==> src/wefs_pkg.sv <==
`timescale 1ns / 1ps
// ----------------------------------------------------------------------------
// Weighted selector package
// Shared constants, register codes, states and the control bundles that pass
// between the controller and the datapath.
// ----------------------------------------------------------------------------
package wefs_pkg;

  localparam int MaxEntries = 8;
  localparam int WeightW    = 8;
  localparam int AccW       = 16;
  localparam int SumW       = 11;
  localparam int IdxW       = 3;
  localparam int CntW       = 4;
  localparam int ChoiceW    = 4;
  localparam int CfgDataW   = 64;
  localparam int CfgIdxW    = 2;

  typedef enum logic [CfgIdxW-1:0] {
    RegWeights = 2'd0,
    RegCount   = 2'd1
  } cfg_reg_e;

  typedef enum logic [1:0] {
    StIdle   = 2'd0,
    StUpdate = 2'd1,
    StFix    = 2'd2,
    StDone   = 2'd3
  } state_e;

  typedef struct packed {
    logic start;
    logic step;
    logic fix;
    logic load_out;
  } dp_cmd_t;

  typedef struct packed {
    logic go;
    logic last;
  } dp_status_t;

endpackage

==> src/wefs_ctrl.sv <==
`timescale 1ns / 1ps
// ----------------------------------------------------------------------------
// Weighted selector controller
// Sequences one request through the accumulator sweep, the winner update and
// the output register.
// ----------------------------------------------------------------------------
module wefs_ctrl (
  input  logic                 clk_i,
  input  logic                 rst_ni,
  input  logic                 in_valid_i,
  output logic                 in_ready_o,
  output logic                 out_valid_o,
  input  logic                 out_ready_i,
  input  wefs_pkg::dp_status_t status_i,
  output wefs_pkg::dp_cmd_t    cmd_o
);
  import wefs_pkg::*;

  state_e state_q, state_d;
  logic   out_valid_q, out_valid_d;
  logic   out_free;

  assign out_free = !out_valid_q || out_ready_i;

  always_ff @(posedge clk_i or negedge rst_ni) begin
    if (!rst_ni) begin
      state_q     <= StIdle;
      out_valid_q <= 1'b0;
    end else begin
      state_q     <= state_d;
      out_valid_q <= out_valid_d;
    end
  end

  always_comb begin
    state_d = state_q;
    case (state_q)
      StIdle: begin
        if (in_valid_i) begin
          state_d = status_i.go ? StUpdate : StDone;
        end
      end
      StUpdate: begin
        if (status_i.last) begin
          state_d = StFix;
        end
      end
      StFix: begin
        state_d = StDone;
      end
      StDone: begin
        if (out_free) begin
          state_d = StIdle;
        end
      end
      default: begin
        state_d = StIdle;
      end
    endcase
  end

  always_comb begin
    in_ready_o     = 1'b0;
    cmd_o          = '0;
    out_valid_d    = out_valid_q && !out_ready_i;
    case (state_q)
      StIdle: begin
        in_ready_o  = 1'b1;
        cmd_o.start = in_valid_i;
      end
      StUpdate: begin
        cmd_o.step = 1'b1;
      end
      StFix: begin
        cmd_o.fix = 1'b1;
      end
      StDone: begin
        if (out_free) begin
          cmd_o.load_out = 1'b1;
          out_valid_d    = 1'b1;
        end
      end
      default: begin
        in_ready_o = 1'b0;
      end
    endcase
  end

  assign out_valid_o = out_valid_q;

endmodule

==> src/wefs_dp.sv <==
`timescale 1ns / 1ps
// ----------------------------------------------------------------------------
// Weighted selector datapath
// Holds the configuration, the eight accumulators, the running maximum and
// the output register, and performs one accumulator update per cycle.
// ----------------------------------------------------------------------------
module wefs_dp (
  input  logic                             clk_i,
  input  logic                             rst_ni,
  input  logic                             cfg_we_i,
  input  logic [wefs_pkg::CfgIdxW-1:0]     cfg_idx_i,
  input  logic [wefs_pkg::CfgDataW-1:0]    cfg_wdata_i,
  input  logic                             trigger_i,
  input  wefs_pkg::dp_cmd_t                cmd_i,
  output wefs_pkg::dp_status_t             status_o,
  output logic [wefs_pkg::ChoiceW-1:0]     choice_o
);
  import wefs_pkg::*;

  logic [CfgDataW-1:0] weights_q;
  logic [CntW-1:0]     count_q;
  logic [AccW-1:0]     acc_q [MaxEntries];
  logic [IdxW-1:0]     idx_q;
  logic [IdxW-1:0]     best_q;
  logic [AccW-1:0]     best_val_q;
  logic [IdxW-1:0]     last_choice_q;
  logic [ChoiceW-1:0]  choice_q;

  logic [CntW-1:0]     active_n;
  logic [SumW-1:0]     sum;
  logic [WeightW-1:0]  cur_w;
  logic [AccW-1:0]     acc_new;
  logic                take_new;
  logic                wr_weights;
  logic                wr_count;
  logic [IdxW-1:0]     last_idx;

  assign active_n = (count_q > CntW'(MaxEntries)) ? CntW'(MaxEntries) : count_q;
  assign last_idx = active_n[IdxW-1:0] - IdxW'(1);

  always_comb begin
    sum = '0;
    for (int i = 0; i < MaxEntries; i++) begin
      if (CntW'(i) < active_n) begin
        sum = sum + SumW'(weights_q[i*WeightW +: WeightW]);
      end
    end
  end

  assign cur_w    = weights_q[idx_q*WeightW +: WeightW];
  assign acc_new  = acc_q[idx_q] + AccW'(cur_w);
  assign take_new = (idx_q == '0) || ($signed(acc_new) > $signed(best_val_q));

  assign wr_weights = cfg_we_i && (cfg_idx_i == RegWeights);
  assign wr_count   = cfg_we_i && (cfg_idx_i == RegCount);

  assign status_o.go   = trigger_i && (active_n > CntW'(2)) && (sum != '0);
  assign status_o.last = (idx_q == last_idx);

  always_ff @(posedge clk_i or negedge rst_ni) begin
    if (!rst_ni) begin
      weights_q     <= '0;
      count_q       <= '0;
      last_choice_q <= '0;
      idx_q         <= '0;
      for (int i = 0; i < MaxEntries; i++) begin
        acc_q[i] <= '0;
      end
    end else begin
      if (wr_weights) begin
        weights_q <= cfg_wdata_i;
      end
      if (wr_count) begin
        count_q <= cfg_wdata_i[CntW-1:0];
      end
      if (wr_weights || wr_count) begin
        for (int i = 0; i < MaxEntries; i++) begin
          acc_q[i] <= '0;
        end
      end else if (cmd_i.step) begin
        acc_q[idx_q] <= acc_new;
      end else if (cmd_i.fix) begin
        acc_q[best_q] <= best_val_q - AccW'(sum);
      end
      if (cmd_i.start) begin
        idx_q <= '0;
      end else if (cmd_i.step) begin
        idx_q <= idx_q + IdxW'(1);
      end
      if (cmd_i.fix) begin
        last_choice_q <= best_q;
      end
    end
  end

  always_ff @(posedge clk_i) begin
    if (cmd_i.step && take_new) begin
      best_q     <= idx_q;
      best_val_q <= acc_new;
    end
    if (cmd_i.load_out) begin
      choice_q <= ChoiceW'(last_choice_q) + ChoiceW'(1);
    end
  end

  assign choice_o = choice_q;

endmodule

==> src/weighted_error_feedback_selector_core.sv <==
`timescale 1ns / 1ps
// ----------------------------------------------------------------------------
// Weighted error-feedback selector core
// Smooth weighted round-robin selector over up to eight weighted entries.
//
// Configuration: write index 0 with eight 8-bit weights (entry 0 in the low
// byte) and index 1 with the active entry count; either write clears all
// accumulators. The user writes only while idle; the core does not enforce it.
// Input: one trigger bit per request on a valid/ready channel. Output: one
// choice (winning index plus one, 1 to 8) per request on a valid/ready channel.
// An advancing request (trigger set, more than two active entries, nonzero
// weight sum) sweeps the accumulators one entry per cycle, then updates the
// winner's accumulator and loads the output register; the core takes no new
// request until the result is in the output register. Any other request
// repeats the previous choice.
// The result sits in an output register, so when the receiver stalls the core
// still runs one further request and then waits for the register to drain.
// Reset clears the configuration, the accumulators and the previous choice,
// so the first repeated choice reads 1.
// ----------------------------------------------------------------------------
module weighted_error_feedback_selector_core (
  input  logic                          clk_i,
  input  logic                          rst_ni,
  input  logic                          cfg_we_i,
  input  logic [wefs_pkg::CfgIdxW-1:0]  cfg_idx_i,
  input  logic [wefs_pkg::CfgDataW-1:0] cfg_wdata_i,
  input  logic                          in_valid_i,
  output logic                          in_ready_o,
  input  logic                          trigger_i,
  output logic                          out_valid_o,
  input  logic                          out_ready_i,
  output logic [wefs_pkg::ChoiceW-1:0]  choice_o
);
  import wefs_pkg::*;

  dp_cmd_t    cmd;
  dp_status_t status;

  wefs_ctrl u_ctrl (
    .clk_i       (clk_i),
    .rst_ni      (rst_ni),
    .in_valid_i  (in_valid_i),
    .in_ready_o  (in_ready_o),
    .out_valid_o (out_valid_o),
    .out_ready_i (out_ready_i),
    .status_i    (status),
    .cmd_o       (cmd)
  );

  wefs_dp u_dp (
    .clk_i       (clk_i),
    .rst_ni      (rst_ni),
    .cfg_we_i    (cfg_we_i),
    .cfg_idx_i   (cfg_idx_i),
    .cfg_wdata_i (cfg_wdata_i),
    .trigger_i   (trigger_i),
    .cmd_i       (cmd),
    .status_o    (status),
    .choice_o    (choice_o)
  );

  a_choice_range: assert property (@(posedge clk_i) disable iff (!rst_ni)
    out_valid_o |-> (choice_o != '0) && (choice_o <= ChoiceW'(MaxEntries)))
    else $error("Choice outside the entry range.");

  a_busy_after_accept: assert property (@(posedge clk_i) disable iff (!rst_ni)
    (in_valid_i && in_ready_o) |=> !in_ready_o)
    else $error("Core ready again right after taking a request.");

  a_result_from_busy: assert property (@(posedge clk_i) disable iff (!rst_ni)
    $rose(out_valid_o) |-> $past(!in_ready_o))
    else $error("Result produced without a request in progress.");

endmodule

==> config.mk <==
export PLATFORM = sky130hd
export DESIGN_NAME = weighted_error_feedback_selector_core
export DESIGN_NICKNAME = d
export VERILOG_FILES = /design/src/wefs_pkg.sv /design/src/wefs_ctrl.sv /design/src/wefs_dp.sv /design/src/weighted_error_feedback_selector_core.sv
export SDC_FILE = /design/constraint.sdc
export NUM_CORES = 1
export LEC_CHECK = 0
export BUFFER_PORTS_ARGS = -buffer_cell sky130_fd_sc_hd__buf_2
export CELL_PAD_IN_SITES_DETAIL_PLACEMENT = 1
export CELL_PAD_IN_SITES_GLOBAL_PLACEMENT = 2
export CORE_ASPECT_RATIO = 0.5
export CORE_MARGIN = 2
export CORE_UTILIZATION = 44
export CTS_BUF_LIST = sky130_fd_sc_hd__clkbuf_8
export DETAILED_ROUTE_END_ITERATION = 10
export GPL_TIMING_DRIVEN = 0
export HOLD_SLACK_MARGIN = 0.03
export PLACE_DENSITY = 0.87
export SLEW_MARGIN = 20
export SYNTH_ARGS = -nofsm -noshare
export SYNTH_HDL_FRONTEND = slang
export SYNTH_SLANG_ARGS = --single-unit
==> constraint.sdc <==
create_clock -name clk_i -period 22.4 [get_ports clk_i]
set_clock_uncertainty 0.2 [all_clocks]
set_input_delay 2.24 -clock clk_i [delete_from_list [all_inputs] [get_ports clk_i]]
set_output_delay 2.24 -clock clk_i [all_outputs]
set_load 0.02 [all_outputs]
==> results of run 1 <==
-- flip-flops by register name, summed over array words and instances, names as in the netlist --
name / flops
u_dp.acc_q: 128
u_dp.weights_q: 64
u_dp.best_val_q: 16
u_dp.choice_o: 4
u_dp.count_q: 4
u_dp.best_q: 3
u_dp.idx_q: 3
u_dp.last_choice_q: 3
u_ctrl.state_q: 2
u_ctrl.out_valid_o: 1
-- layout by cell type (no fill, tap or decap), drive strengths merged, types with 70 or more instances in the layout --
cell    netlist  final
inv          89     99
nor2        123    123
clkbuf       92    139
o21a         70     70
nor3         82     82
a21oi       117    117
buf          21    103
o21ai        76     76
mux2         79     79
ha          100    100
nand2        93     93
a22oi        94     94
dfrtp       205    205
-- metal layers --
layer / track usage / part of all wire / vias to the layer above
met5: 0 / 0 / -
met4: 0.154 / 0.046 / 0
met3: 0.0852 / 0.087 / 190
met2: 0.572 / 0.44 / 788
met1: 0.478 / 0.42 / 7992
li1: - / - / 6852
-- final timing paths --
path,from,endpoint,cells after the start
min reg2reg,u_dp.acc_q[38],u_dp.acc_q[38],1
min,u_dp.acc_q[38],u_dp.acc_q[38],1
max reg2reg,u_dp.count_q[3],u_dp.acc_q[127],57
min in group asynchronous,rst_ni,u_dp.acc_q[75],1
max,u_dp.count_q[3],u_dp.acc_q[127],57
max in group asynchronous,rst_ni,u_dp.weights_q[38],2
-- kinds of logic (layout without fill, tap and decap cells) --
| family | after synthesis | in the layout | share of synthesized area |
|---|---|---|---|
| AO/OA/AOI/OAI | 574 | 574 | 0.252 |
| XOR/XNOR | 64 | 64 | 0.0377 |
| adder cells (fa/ha/maj) | 113 | 113 | 0.0913 |
| buffers and inverters | 204 | 353 | 0.0487 |
| flip-flops | 228 | 228 | 0.360 |
| multiplexers | 86 | 86 | 0.0593 |
| AND/OR/NAND/NOR | 498 | 498 | 0.152 |
-- worst max-delay path, delay by kind of cell (launching register included) --
| kind | cells | cell delay (ps) |
|---|---|---|
| simple gates | 12 | 2230 |
| compound gates | 21 | 4300 |
| fa+ha+maj | 11 | 3540 |
| buf+inv | 10 | 2070 |
| mux | 1 | 340 |
| flops | 1 | 410 |
| xor+xnor | 2 | 300 |
-- area by class of cell --
| cell class | instances | area (um^2) |
|---|---|---|
| buffer | 113 | 447 |
| sequential | 228 | 5820 |
| multi-input combinational | 1335 | 9600 |
| tap | 484 | 606 |
| fill | 4229 | 18000 |
| clock inverter | 20 | 97.6 |
| clock buffer | 47 | 647 |
| inverter | 91 | 342 |
| timing repair buffer | 82 | 473 |
-- stage by stage --
step / cells / hold WS (ps) / util / setup slack, ps / area [um^2]
detailed placement: 2333 / 278 / 0.479 / 9070 / 17300
global route: 2400 / 314 / 0.500 / 7990 / 18000
global placement: 2328 / 264 / 0.476 / 9460 / 17200
finish: 2400 / 296 / 0.500 / 8860 / 18000
floorplan: 1767 / 249 / - / 11510 / 16200
CTS: 2400 / 294 / 0.500 / 9010 / 18000
==> flow_summary_export.csv, run 1 <==
group,metric,value,unit
clock_network,cts_setup_buffers,0,
critical_path,reg2reg_slack,8860,ps
global_routing,grt_overflow,0,
critical_path,cp.required,22670,ps
synth,yosysWarnings,0,
detailed_routing,viasPerCell,6.59,
placed_design,io_buffers,77,
clock_network,clock_latency,610,ps
critical_path,crit_slowest_cell,"clkbuf_1",
synth,synth_top_area_cell,"dfrtp_1",
synth,syn_nets,1948,
final_layout,finalNetCount,2070,
synth,synth_cell_types,86,
synth,yosysTopAreaCellShare,0.317,
synth,ys_seq_area_frac,0.360,
final_layout,diodes,0,
sta,tns,0,ps
sta,worstMarginPinSlew,1140,ps
sta,rsz0062_at_grt,"no",
synth,async_flop_share,0.899,
detailed_routing,dr.pass1.iters,5,
sta,timing.final.crit_share,0.604,
synth,synth-edff-count,23,
sta,period_minus_slack,13540,ps
floorplan,dieArea,38400,um^2
floorplan,die_y,140,um
clock_network,hold_buffers,0,
critical_path,end_kind,"register",
placed_design,gp_congestion,0.999,
detailed_routing,drtIter0Drc,1456,
synth,synth-main-ff-cell,"dfrtp_1",
clock_network,clockRootBuffer,"clkbuf_8",
final_layout,syn_to_final_growth,11.4,%
sta,max_freq,73.9,MHz
critical_path,cpPeakStageDelay,480,ps
detailed_routing,num_vias,15822,
global_routing,grt_pass1_wl,104000,um
detailed_routing,drcViolationCount,0,
floorplan,dieWidth,275,um
detailed_routing,avgRoutedWirePerCell,29.1,um
critical_path,crit_top_cell,"ha_1",
synth,synthCells,1767,
clock_network,cts-buffers-inserted,38,
flow_run,cap_violations,0,
outcome,status,"finished clean",
placed_design,dpl.hpwl,52000,um
global_routing,antenna_found_initial,1,
synth,avgSynthCellArea,9.16,um^2
detailed_routing,wl,69900,um
floorplan,core,36000,um^2
synth,synth.most_common_cell,"dfrtp_1",
worst_hold_path,min-delay-path-class,"register to register",
clock_network,cts_buffer_depth,3,
synth,synth_area_leaders,"dfrtp_1 (32%), ha_1 (7.7%), mux2_2 (5.4%), a22oi_1 (4.4%), edfxtp_1 (4.3%)",
clock_network,post_cts_resized,0,
critical_path,worstPathMaxFanout,10,
floorplan,start_util,0.449,
final_layout,drive_gt1_frac,0.134,
detailed_routing,final_antenna_net_count,0,
critical_path,cp-start-kind,"register",
floorplan,rows,49,
global_routing,grt_pass1_vias,16607,
synth,ys_ff_latch,228,
synth,netlist_top_cells_count,"dfrtp_1 (205), nor2_1 (122), a21oi_1 (116), ha_1 (100), a22oi_1 (94)",
critical_path,arrival,13800,ps
sta,relSlewSlack,0.237,
sta,finalMaxSlewViolations,0,
clock_network,cts_tree,"done",
global_routing,grt_max_degree,96,
synth,syn_area,16200,um^2
clock_network,cts_sinks,228,
clock_network,clkTransAtPathRegs,60,ps
clock_network,htree_levels,2,
sta,setup_viol,0,
global_routing,track_usage,0.363,
sta,hold_violations,0,
floorplan,io_pins,78,
critical_path,crit_type,"register to register",
Power of run 1 is left out: the tool's default activity adds up to more than one toggle a clock period on the data nets, which glitch-free logic cannot reach.
==> run 2, diff against run 1 <==
- CORE_UTILIZATION: 44 -> 37
- PLACE_DENSITY: 0.87 -> 0.78
- clock period: 22.4 -> 11.8 ns (I/O delays scaled with it)
==> flow_summary_export.csv, run 2 (synthesis results as in run 1) <==
group,metric,value,unit
clock_network,cts_tree,"done",
sta,hold_violations,0,
critical_path,crit_slowest_cell,"fa_2",
sta,setup_viol,0,
final_layout,syn_to_final_growth,15.4,%
critical_path,critPathTopFamily,"adder cells",
detailed_routing,top_layer_used,"met4",
final_layout,finish.utilization,0.430,
critical_path,cp.required,12070,ps
sta,finalMaxSlewViolations,0,
sta,worstMarginPinSlew,1190,ps
floorplan,die_y,152,um
critical_path,end_kind,"register",
floorplan,core,43400,um^2
global_routing,grt_max_degree,89,
critical_path,crit_type,"register to register",
final_layout,drive_gt1_frac,0.161,
sta,period_minus_slack,11130,ps
clock_network,cts-buffers-inserted,40,
sta,tns,0,ps
worst_hold_path,min-delay-path-class,"primary input to async pin",
detailed_routing,wl_met2,30300,um
detailed_routing,num_vias,15375,
detailed_routing,avgRoutedWirePerCell,27.1,um
critical_path,critPathBufInv,10,
clock_network,clockRootBuffer,"clkbuf_8",
floorplan,io_pins,78,
critical_path,cp-start-kind,"register",
global_routing,grt_pass1_vias,15491,
final_layout,regMostFlops,"u_dp.acc_q",
detailed_routing,final_antenna_net_count,0,
final_layout,largest_reg_flops,128,
sta,max_freq,89.8,MHz
global_routing,grt_overflow,0,
detailed_routing,viasPerCell,6.09,
final_layout,top_regs,"u_dp.acc_q: 128 flops, u_dp.weights_q: 64 flops, u_dp.best_val_q: 16 flops",
critical_path,cpPeakStageDelay,450,ps
floorplan,dieWidth,300,um
sta,timing.final.crit_share,0.944,
critical_path,crit_top_cell,"ha_1",
detailed_routing,wl_met3,4740,um
final_layout,finalNetCount,2085,
placed_design,dpl.hpwl,50200,um
clock_network,clkTransAtPathRegs,80,ps
critical_path,cp-startpoint,"u_dp.count_q[3]",
placed_design,gp_congestion,0.965,
detailed_routing,dr.pass1.iters,5,
detailed_routing,drtIter0Drc,1289,
clock_network,cts_sinks,228,
global_routing,track_usage,0.297,
detailed_routing,wl,68300,um
critical_path,worstPathMaxFanout,10,
final_layout,final_common_cell,"dfrtp_1",
clock_network,clock_latency,610,ps
critical_path,rr_startpoint,"u_dp.count_q[3]",
detailed_routing,drcViolationCount,0,
outcome,status,"finished clean",
clock_network,htree_levels,2,
global_routing,antenna_found_initial,0,
floorplan,start_util,0.373,
placed_design,io_buffers,77,
critical_path,arrival,11410,ps
floorplan,dieArea,45500,um^2
global_routing,grt_pass1_wl,101000,um
sta,relSlewSlack,0.204,
floorplan,rows,54,
flow_run,cap_violations,0,
final_layout,final_cell_mix,"dfrtp_1 (205), nor2_1 (121), a21oi_1 (112)",
detailed_routing,wl_met1,30900,um
clock_network,cts_buffer_depth,3,
==> run 2: cell count changes in the layout (fill, tap and decap cells not counted), moves of 4 or more <==
cell	delta
a21oi_1	-4
a21oi_2	+4
buf_4	+11
buf_6	+6
clkbuf_8	+7
ha_1	-4
ha_4	+4
o21ai_0	-9
o21ai_1	+5
o21ai_2	+4
==> run 2: through the flow <==
step | worst slack, ps | cells | hold slack (ps) | cell area [um^2]
after floorplan | 906 | 1767 | 249 | 16200
after global placement | -1180 | 2432 | 263 | 17300
after detailed placement | -1340 | 2438 | 270 | 17400
after CTS | 10.0 | 2512 | 231 | 18400
after global routing | -51.0 | 2524 | 248 | 18700
final | 665 | 2525 | 233 | 18700
==> run 2: what timing repair did <==
item / 4_1_cts / 5_1_grt
buffers inserted: 1 / 12
pin swaps: 2 / 9
resized for setup: 28 / 33
hold buffers: 0 / 0
setup endpoints to repair: 81 / 72
==> run 2: area by class of cell <==
cell class / instances / area [um^2]
multi-input cells: 1335 / 9790
flip-flops and latches: 228 / 5820
well taps: 588 / 736
repair buffers: 96 / 589
inverters: 91 / 342
clock buffers: 54 / 743
clock inverters: 20 / 179
diodes: 1 / 2.50
fillers: 5083 / 24700
plain buffers: 112 / 465
==> run 2: final timing paths <==
kind	to	slack [ps]	cells after the start
max	u_dp.acc_q[31]	670	54
min	u_dp.acc_q[59]	230	1
max reg2reg	u_dp.acc_q[31]	670	54
min reg2reg	u_dp.acc_q[112]	290	2
max in group asynchronous	u_dp.weights_q[52]	10330	2
min in group clk_i	u_dp.acc_q[112]	290	2
==> run 2: routing by layer <==
| metal | global-route usage | vias to the layer above |
|---|---|---|
| met5 | 0 | - |
| met4 | 0.101 | 0 |
| met3 | 0.0525 | 154 |
| met2 | 0.464 | 548 |
| met1 | 0.415 | 7792 |
| li1 | - | 6881 |
==> run 2: worst register-to-register path: cells and delay by family (launching register included) <==
kind	cells	cell delay, ps
simple gates	9	1640
fa+ha+maj	11	3580
buf+inv	10	1070
mux	3	750
xor+xnor	1	70
flops	1	420
compound gates	20	3320
Power of run 2 is left out for the same reason.
==> run 3, diff against run 2 <==
- REMOVE_ABC_BUFFERS: not set -> 1
==> flow_summary_export.csv, run 3 (synthesis results as in run 1) <==
group,metric,value,unit
clock_network,clock_latency,610,ps
critical_path,arrival,11300,ps
worst_hold_path,min-delay-path-class,"register to register",
global_routing,grt_pass1_wl,95400,um
final_layout,drive_gt1_frac,0.172,
clock_network,htree_levels,2,
detailed_routing,avgRoutedWirePerCell,25.9,um
placed_design,place_area,17400,um^2
critical_path,critPathTopFamily,"compound AO/OA/AOI/OAI gates",
sta,finalMaxSlewViolations,0,
critical_path,cp.required,12080,ps
outcome,status,"finished clean",
sta,hold_violations,0,
global_routing,grt_pass1_vias,15435,
critical_path,crit_slowest_cell,"dfrtp_4",
floorplan,core,43400,um^2
worst_hold_path,hold_depth,2,
clock_network,cts-buffers-inserted,40,
floorplan,die_y,152,um
final_layout,regMostFlops,"u_dp.acc_q",
final_layout,top_regs,"u_dp.acc_q: 128 flops, u_dp.weights_q: 64 flops, u_dp.best_val_q: 16 flops",
detailed_routing,dr.pass1.iters,5,
critical_path,reg2reg_slack,770,ps
detailed_routing,final_antenna_net_count,0,
detailed_routing,drtIter0Drc,1132,
floorplan,dieArea,45500,um^2
floorplan,io_pins,78,
critical_path,critPathBufInv,8,
critical_path,cp-start-kind,"register",
detailed_routing,drcViolationCount,0,
placed_design,gp_congestion,0.865,
sta,max_freq,90.7,MHz
critical_path,r2r_end,"u_dp.acc_q[46]",
final_layout,syn_to_final_growth,13.9,%
final_layout,design_area,18400,um^2
final_layout,finish.utilization,0.425,
final_layout,final_cell_mix,"dfrtp_1 (203), nor2_1 (121), a21oi_1 (107)",
sta,timing.final.crit_share,0.934,
detailed_routing,wl,63000,um
critical_path,crit_type,"register to register",
global_routing,antenna_found_initial,0,
sta,period_minus_slack,11030,ps
critical_path,cpPeakStageDelay,510,ps
clock_network,cts_sinks,228,
critical_path,end_kind,"register",
detailed_routing,viasPerCell,6.11,
sta,worstMarginPinSlew,1300,ps
critical_path,cp-startpoint,"u_dp.count_q[3]",
clock_network,hold_buffers,0,
sta,worst_hold_slack,281,ps
global_routing,grt_overflow,0,
placed_design,place_ws,-510,ps
critical_path,rr_startpoint,"u_dp.count_q[3]",
final_layout,final_common_cell,"dfrtp_1",
global_routing,grt_max_degree,83,
clock_network,clkTransAtPathRegs,70,ps
placed_design,dpl.hpwl,42900,um
sta,relSlewSlack,0.126,
clock_network,cts_buffer_depth,3,
clock_network,cts_tree,"done",
final_layout,largest_reg_flops,128,
worst_hold_path,min_to,"u_dp.acc_q[113]",
global_routing,track_usage,0.274,
sta,setup_viol,0,
placed_design,io_buffers,77,
worst_hold_path,hold_start,"u_dp.acc_q[113]",
critical_path,worstPathMaxFanout,16,
floorplan,start_util,0.373,
flow_run,cap_violations,0,
floorplan,dieWidth,300,um
critical_path,ff2ff_path_depth,55,
clock_network,clockRootBuffer,"clkbuf_8",
detailed_routing,num_vias,14846,
floorplan,rows,54,
sta,layout_setup_ws,773,ps
final_layout,diodes,0,
final_layout,finalNetCount,1993,
run 3: changes by cell type in the layout (fill, tap and decap cells not counted), sizes merged, moves of 2 or more:
cell	previous run	this run
clkbuf	143	51
inv	99	105
buf	119	114
clkinv	8	4
maj3	4	6
run 3: metal layers:
layer  GRT usage  share of wire  vias to the layer above
li1            -              -                     6694
met1       0.361           0.44                     7499
met2       0.457           0.47                      499
met3      0.0453          0.061                      154
met4      0.0931          0.036                        0
met5           0              0                        -
run 3: final cells by class:
class                   count  area (um^2)
clock buffers              51          702
clock inverters            20          145
fillers                  4953        24900
inverters                  91          342
multi-input cells        1337         9820
flip-flops and latches    228         5830
well taps                 588          736
repair buffers            114          862
run 3: tightest hold or removal path, delay by kind of cell (launching register included):
kind               cells  cell delay (ps)
and+or+nand+nor        1               50
DFF                    1              340
AOI/OAI and AO/OA      1               60
run 3: what timing repair did:
| item | CTS | global route |
|---|---|---|
| setup endpoints to repair | 48 | 64 |
| pin swaps | 0 | 5 |
| setup buffers | 1 | 11 |
| cloned | 0 | 2 |
| gates resized for setup | 3 | 27 |
run 3: through the flow:
step	setup TNS (ps)	instances
floorplan	0	1654
global placement	-13720	2319
detailed placement	-16630	2343
CTS	0	2415
global route	-187	2429
finish	0	2429
run 3: how the worst max path moves through the flow:
stage | endpoint | cells past startpoint
after detailed placement | u_dp.acc_q[127] | 53
after global placement | u_dp.acc_q[127] | 53
after floorplan | u_dp.acc_q[15] | 49
after global routing | u_dp.acc_q[91] | 53
after CTS | u_dp.acc_q[47] | 53
final | u_dp.acc_q[46] | 55
Power of run 3 is left out for the same reason.
